===== config.mk =====
export PLATFORM = sky130hd
export DESIGN_NAME = sacc_ctrl
export DESIGN_NICKNAME = d
export VERILOG_FILES = /design/src/hw/rtl/sacc_pkg.sv /design/src/hw/rtl/sacc_ctrl.sv
export SDC_FILE = /design/constraint.sdc
export NUM_CORES = 1
export LEC_CHECK = 0
export BUFFER_PORTS_ARGS = -buffer_cell sky130_fd_sc_hd__buf_2
export CORE_AREA = 4 4 41 43
export CTS_BUF_LIST = sky130_fd_sc_hd__clkbuf_8
export CTS_CLUSTER_SIZE = 28
export DETAILED_ROUTE_END_ITERATION = 10
export DIE_AREA = 0 0 45 47
export MAX_ROUTING_LAYER = met4
export PLACE_DENSITY = 0.44
export SLEW_MARGIN = 40
export SYNTH_ARGS = -nofsm -noshare
export SYNTH_HDL_FRONTEND = slang
export SYNTH_SLANG_ARGS = --single-unit

===== constraint.sdc =====
create_clock -name i_clk -period 0.9 [get_ports i_clk]
set_input_delay 0.045 -clock i_clk [delete_from_list [all_inputs] [get_ports i_clk]]
set_output_delay 0.045 -clock i_clk [all_outputs]
set_load 0.02 [all_outputs]

===== src/hw/rtl/sacc_pkg.sv =====
// ----------------------------------------------------------------------------
// sacc_pkg
// shared geometry, codes, payload types and control structs of the
// set-associative write-through cache controller
// ----------------------------------------------------------------------------
package sacc_pkg;

    // fixed geometry: both are powers of two so the address splits into fields
    localparam int SETS            = 16;
    localparam int WORDS_PER_LINE  = 8;

    // defaults for the top-level parameters
    localparam int WAYS_DEF        = 3;
    localparam int COUNT_WIDTH_DEF = 16;

    // address fields
    localparam int OFF_W = $clog2(WORDS_PER_LINE);
    localparam int SET_W = $clog2(SETS);
    localparam int TAG_W = 32 - 2 - OFF_W - SET_W;

    // request op codes
    localparam logic [1:0] OP_READ  = 2'd0;
    localparam logic [1:0] OP_WRITE = 2'd1;
    localparam logic [1:0] OP_FILL  = 2'd2;

    // result kinds
    localparam logic [1:0] KIND_READ  = 2'd0;
    localparam logic [1:0] KIND_FETCH = 2'd1;
    localparam logic [1:0] KIND_WRITE = 2'd2;
    localparam logic [1:0] KIND_BUSY  = 2'd3;

    // input request
    typedef struct packed {
        logic [1:0]  op;
        logic [31:0] addr;
        logic [31:0] data;
    } t_in_item;

    // result
    typedef struct packed {
        logic [1:0]  kind;
        logic [31:0] out_addr;
        logic [31:0] out_data;
        logic        was_hit;
    } t_out_item;

    // controller to datapath
    typedef struct packed {
        logic latch;
        logic fill_wr;
        logic fill_done;
        logic hit_upd;
        logic miss_start;
        logic busy;
    } t_cmd;

    // datapath to controller
    typedef struct packed {
        logic       out_valid;
        logic [1:0] op;
        logic       pend_valid;
        logic       fill_last;
        logic       hit;
    } t_sts;

endpackage


===== src/hw/rtl/sacc_ctrl.sv =====
// ----------------------------------------------------------------------------
// sacc_ctrl
// controller: takes one request, then sequences its execution and decides
// which datapath action it needs
// ----------------------------------------------------------------------------
module sacc_ctrl import sacc_pkg::*; (
    input  logic i_clk,
    input  logic i_rst_n,
    input  logic i_in_valid,
    output logic o_in_stall,
    input  logic i_out_stall,
    input  t_sts i_sts,
    output t_cmd o_cmd
);

    typedef enum logic [1:0] {
        S_IDLE = 2'b01,
        S_EXEC = 2'b10
    } t_state;

    t_state r_state, n_state;
    logic   w_go;

    // state register
    always_ff @(posedge i_clk) begin
        if (!i_rst_n) begin
            r_state <= S_IDLE;
        end else begin
            r_state <= n_state;
        end
    end

    // requests are taken only when idle
    assign o_in_stall = (r_state != S_IDLE);

    // execution proceeds once the result register can take a new result
    assign w_go = (r_state == S_EXEC) && (!i_sts.out_valid || !i_out_stall);

    // next state and commands
    always_comb begin
        n_state = r_state;
        o_cmd   = '0;
        case (r_state)
            S_IDLE: begin
                if (i_in_valid) begin
                    o_cmd.latch = 1'b1;
                    n_state     = S_EXEC;
                end
            end
            S_EXEC: begin
                if (w_go) begin
                    n_state = S_IDLE;
                    case (i_sts.op)
                        OP_READ, OP_WRITE: begin
                            if (i_sts.pend_valid) begin
                                o_cmd.busy = 1'b1;
                            end else if (i_sts.hit) begin
                                o_cmd.hit_upd = 1'b1;
                            end else begin
                                o_cmd.miss_start = 1'b1;
                            end
                        end
                        OP_FILL: begin
                            if (i_sts.pend_valid) begin
                                o_cmd.fill_wr   = 1'b1;
                                o_cmd.fill_done = i_sts.fill_last;
                            end
                        end
                        default: begin
                            // unused op code: dropped
                        end
                    endcase
                end
            end
            default: begin
                n_state = S_IDLE;
            end
        endcase
    end

endmodule


* Yosys cells after proc, flatten, opt, wreduce, memory -nomap -nowiden
Cells that the tools add are included.
** Storage, ports and cells
- Output and inout port bits :: 7
- Logic and storage cells :: 29
- Bits in registers :: 2
- Input bits :: 10
** Operators by class
- Equality and inequality tests :: 7
- Muxes and demuxes :: 14
- Reductions and logical operators :: 7
** Operators by type and width (number)
- two-way mux 2 bit :: 5
- two-way mux 5 bit :: 2
- two-way mux 1 bit :: 5
- == test 2 x 1 -> 1 bit (second input constant) :: 2
- == test 2 bit (second input constant) :: 2
- inequality test 2 bit (second input constant) :: 2
- one-hot mux 2 bit (2 select lines) :: 1
- two-way mux 3 bit :: 1
- zero test 1 bit :: 2
- zero test 2 bit :: 1
- inequality test 2 x 1 -> 1 bit (second input constant) :: 1
- AND reduction 2 bit :: 1
- OR reduction 2 bit :: 1
- logical AND 1 bit :: 1
- logical OR 1 bit :: 1

* Logic depth before layout (Yosys ltp)
- Depth in word-level cells :: 5
- Depth in mapped cells :: 2
- Mapped depth without buffers :: 2

* Worst setup path after synthesis
Ideal clock, no wire load.
- Kind :: register to output
- Start :: register r_state[0]
- End :: output port o_cmd[1] (netlist bit)
- Data arrival time :: 1157 ps
- Required time :: 855 ps
- Stages on the path, launching flop included :: 3
- Setup slack :: -302 ps
- Path buffers :: 0
- Cells stage by stage :: dfxtp_1 nand2b_4 nor4_1
** RTL lines
- from (decl) :: line sacc_ctrl.sv:21 : t_state r_state, n_state;
- from (signal assigned) :: line sacc_ctrl.sv:29 : r_state <= n_state;
- to (decl) :: line sacc_ctrl.sv:13 : output t_cmd o_cmd

==> flow_summary.json <==
{
  "outcome": "finished, violations left",
  "failed_checks": "setup timing",
  "grt_max_degree": 6,
  "hold_class": "input pin to flop",
  "max_freq_mhz": 847,
  "peakVddDrop_v": 0.000724,
  "synthesis.nets": 27,
  "first_iter_violations": 3,
  "fp.dieW_um": 45,
  "ys_types": 12,
  "finalMaxSlewViolations": 0,
  "critPathTopFamily": "simple AND/OR/NAND/NOR gates",
  "skew_ns": 0.000872,
  "ys_seq_area_share_pct": 21.5,
  "antenna_found_initial": 0,
  "layout_setup_ws_ns": -0.280,
  "layout-drive-gt1-share_pct": 87.5,
  "ys_ff_latch": 2,
  "async_reset_ff_share_pct": 0,
  "port-buffer-count": 16,
  "synth_edf_count": 0,
  "r2r_start": "r_state[0]$_SDFFE_PN1P_",
  "insertion_delay_ns": 0.21,
  "cp-start-kind": "flop",
  "worst-setup-path-type": "flop to primary output",
  "start_util_pct": 14.3,
  "synth.top_cells.by_count": "4 x nor4b_2, 2 x dfxtp_1, 2 x nand2b_1",
  "syn_to_final_growth_pct": 134,
  "crit_slowest_cell": "dfxtp_2",
  "vias": 229,
  "cts_tree": "yes",
  "critPathMaxFanout": 5,
  "slowest_delay_ns": 0.31,
  "grt_pass1_wl_mm": 1.07,
  "rsz0062_at_grt": "true",
  "cp.buffers_inverters": 1,
  "place_congestion": 0.733,
  "grt_remaining_overflow": 0,
  "fin_tns_setup_ns": -1.87,
  "io_pins": 17,
  "finalHoldViolCount": 0,
  "htree_num_levels": 1,
  "placementRows": 13,
  "dieArea_mm2": 0.00212,
  "setup_violations": 9,
  "max-slew-margin-rel_pct": 86.0,
  "path_cells": "nand2b_4 > nor4b_4 > buf_4",
  "ys.flop_type": "dfxtp_1",
  "cp-endpoint": "o_cmd[2]",
  "drv_cap": 0,
  "leakage_nw": 0.201,
  "yosys.cell_count.top_type": "nor4b_2",
  "cp.required_ns": 0.85,
  "routed_wl_um": 635,
  "dr.pass1.iters": 4,
  "largest_reg_flops": 2,
  "cts_made_buffers": 3,
  "antennaDiodeCount": 0,
  "hold_buffers": 0,
  "synth.top_cell.area_share_pct": 32.2,
  "r2r_slack_ns": -0.14,
  "syn_area_um2": 186,
  "fin_util_pct": 33.6,
  "yosysWarnings": 0,
  "numClockSinks": 2,
  "clk_pin_slew_ns": 0.03,
  "rr_worst_depth": 4,
  "synthCells": 17,
  "grt_pass1_vias": 247,
  "drc": 0,
  "startpoint": "r_state[0]$_SDFFE_PN1P_",
  "core-area_mm2": 0.00130,
  "die-height_um": 47,
  "clockRootBuffer": "clkbuf_8",
  "p_per_area_mw_per_mm2": 1340,
  "syn_avg_cell_area_um2": 11.0,
  "fin_nets": 52,
  "ant_nets": 0,
  "min_period_over_period_pct": 131,
  "cp_num_cells": 3,
  "reg_top3": "r_state: 2 flops",
  "fin_crit_ns": 1.18,
  "end_kind": "primary output",
  "worstReg2RegEnd": "r_state[1]$_SDFFE_PN0P_",
  "largest_register": "r_state",
  "worst_pin_slew_ns": 0.208,
  "synth_area_leaders": "nor4b_2 32%, dfxtp_1 21%, nand2b_4 7.4%, nand2b_1 6.7%, and4b_1 5.4%",
  "via_per_inst": 4.16,
  "wire_per_inst_um": 11.5,
  "critPathArrivalTime_ns": 1.14,
  "clock_path_buffers": 2,
  "synth_top_cell_by_area": "nor4b_2",
  "grt_usage_pct": 7.48
}
-- cell families (layout without fill, tap and decap cells) --
group	after synthesis	count (layout)	share of synthesized area [%]
AND/OR/NAND/NOR	13	13	71.8
flip-flops	2	2	21.5
buffers and inverters	0	23	0
AO/OA/AOI/OAI	2	2	6.71
-- layout by cell type, fill, tap and decap left out --
cell type,instances
o21ai_2,1
dfxtp_2,2
buf_2,9
and3b_2,1
nand3b_1,1
and4b_1,1
nor4b_4,3
nor4b_2,1
nand2b_4,2
buf_6,4
o21a_1,1
clkbuf_8,3
nand2b_1,1
buf_4,7
or2_1,1
nor4_2,1
and2_4,1
-- layer usage --
layer | GRT usage (%) | share of wire (%)
met1 | 7.88 | 39
met2 | 10.7 | 45
met3 | 3.83 | 16
met4 | 5.26 | 0
met5 | - | 0
-- timing repair --
item | in CTS | in global routing
buffers inserted | 1 | 2
endpoints found under the setup margin | 8 | 9
pin swaps | 4 | 2
gates resized for setup | 11 | 3
-- how the worst min path moves through the flow --
stage	start	end	slack [ns]	depth (start not counted)
after detailed placement	i_rst_n	r_state[0]$_SDFFE_PN1P_	0.24	2
final	i_rst_n	r_state[0]$_SDFFE_PN1P_	0.03	2
after global routing	i_rst_n	r_state[0]$_SDFFE_PN1P_	0.03	2
after CTS	i_rst_n	r_state[0]$_SDFFE_PN1P_	0.02	2
after floorplan	i_rst_n	r_state[0]$_SDFFE_PN1P_	0.12	1
after global placement	i_rst_n	r_state[0]$_SDFFE_PN1P_	0.23	2
-- stage by stage --
stage | area [um2] | worst slack, ns | std cells | power, mW | hold slack (ns)
floorplan | 223 | -0.104 | 17 | 0.161 | 0.125
global placement | 337 | -0.0706 | 50 | 0.205 | 0.226
detailed placement | 337 | -0.108 | 50 | 0.208 | 0.243
CTS | 422 | -0.294 | 54 | 0.590 | 0.0236
global route | 437 | -0.319 | 55 | 0.617 | 0.0282
finish | 437 | -0.280 | 55 | 0.585 | 0.0300
-- where the power goes --
group / total, mW / internal, mW / switching [mW]
Clock: 0.344 / 0.282 / 0.0624
Combinational: 0.137 / 0.0777 / 0.0597
Sequential: 0.103 / 0.0968 / 0.00600
-- final cells by class --
class | count | area (um2)
flip-flops and latches | 2 | 42.5
multi-input cells | 15 | 191
fillers | 135 | 865
repair buffers | 20 | 143
clock buffers | 3 | 41.3
well taps | 15 | 18.8
(Power assumes the default switching activity.)
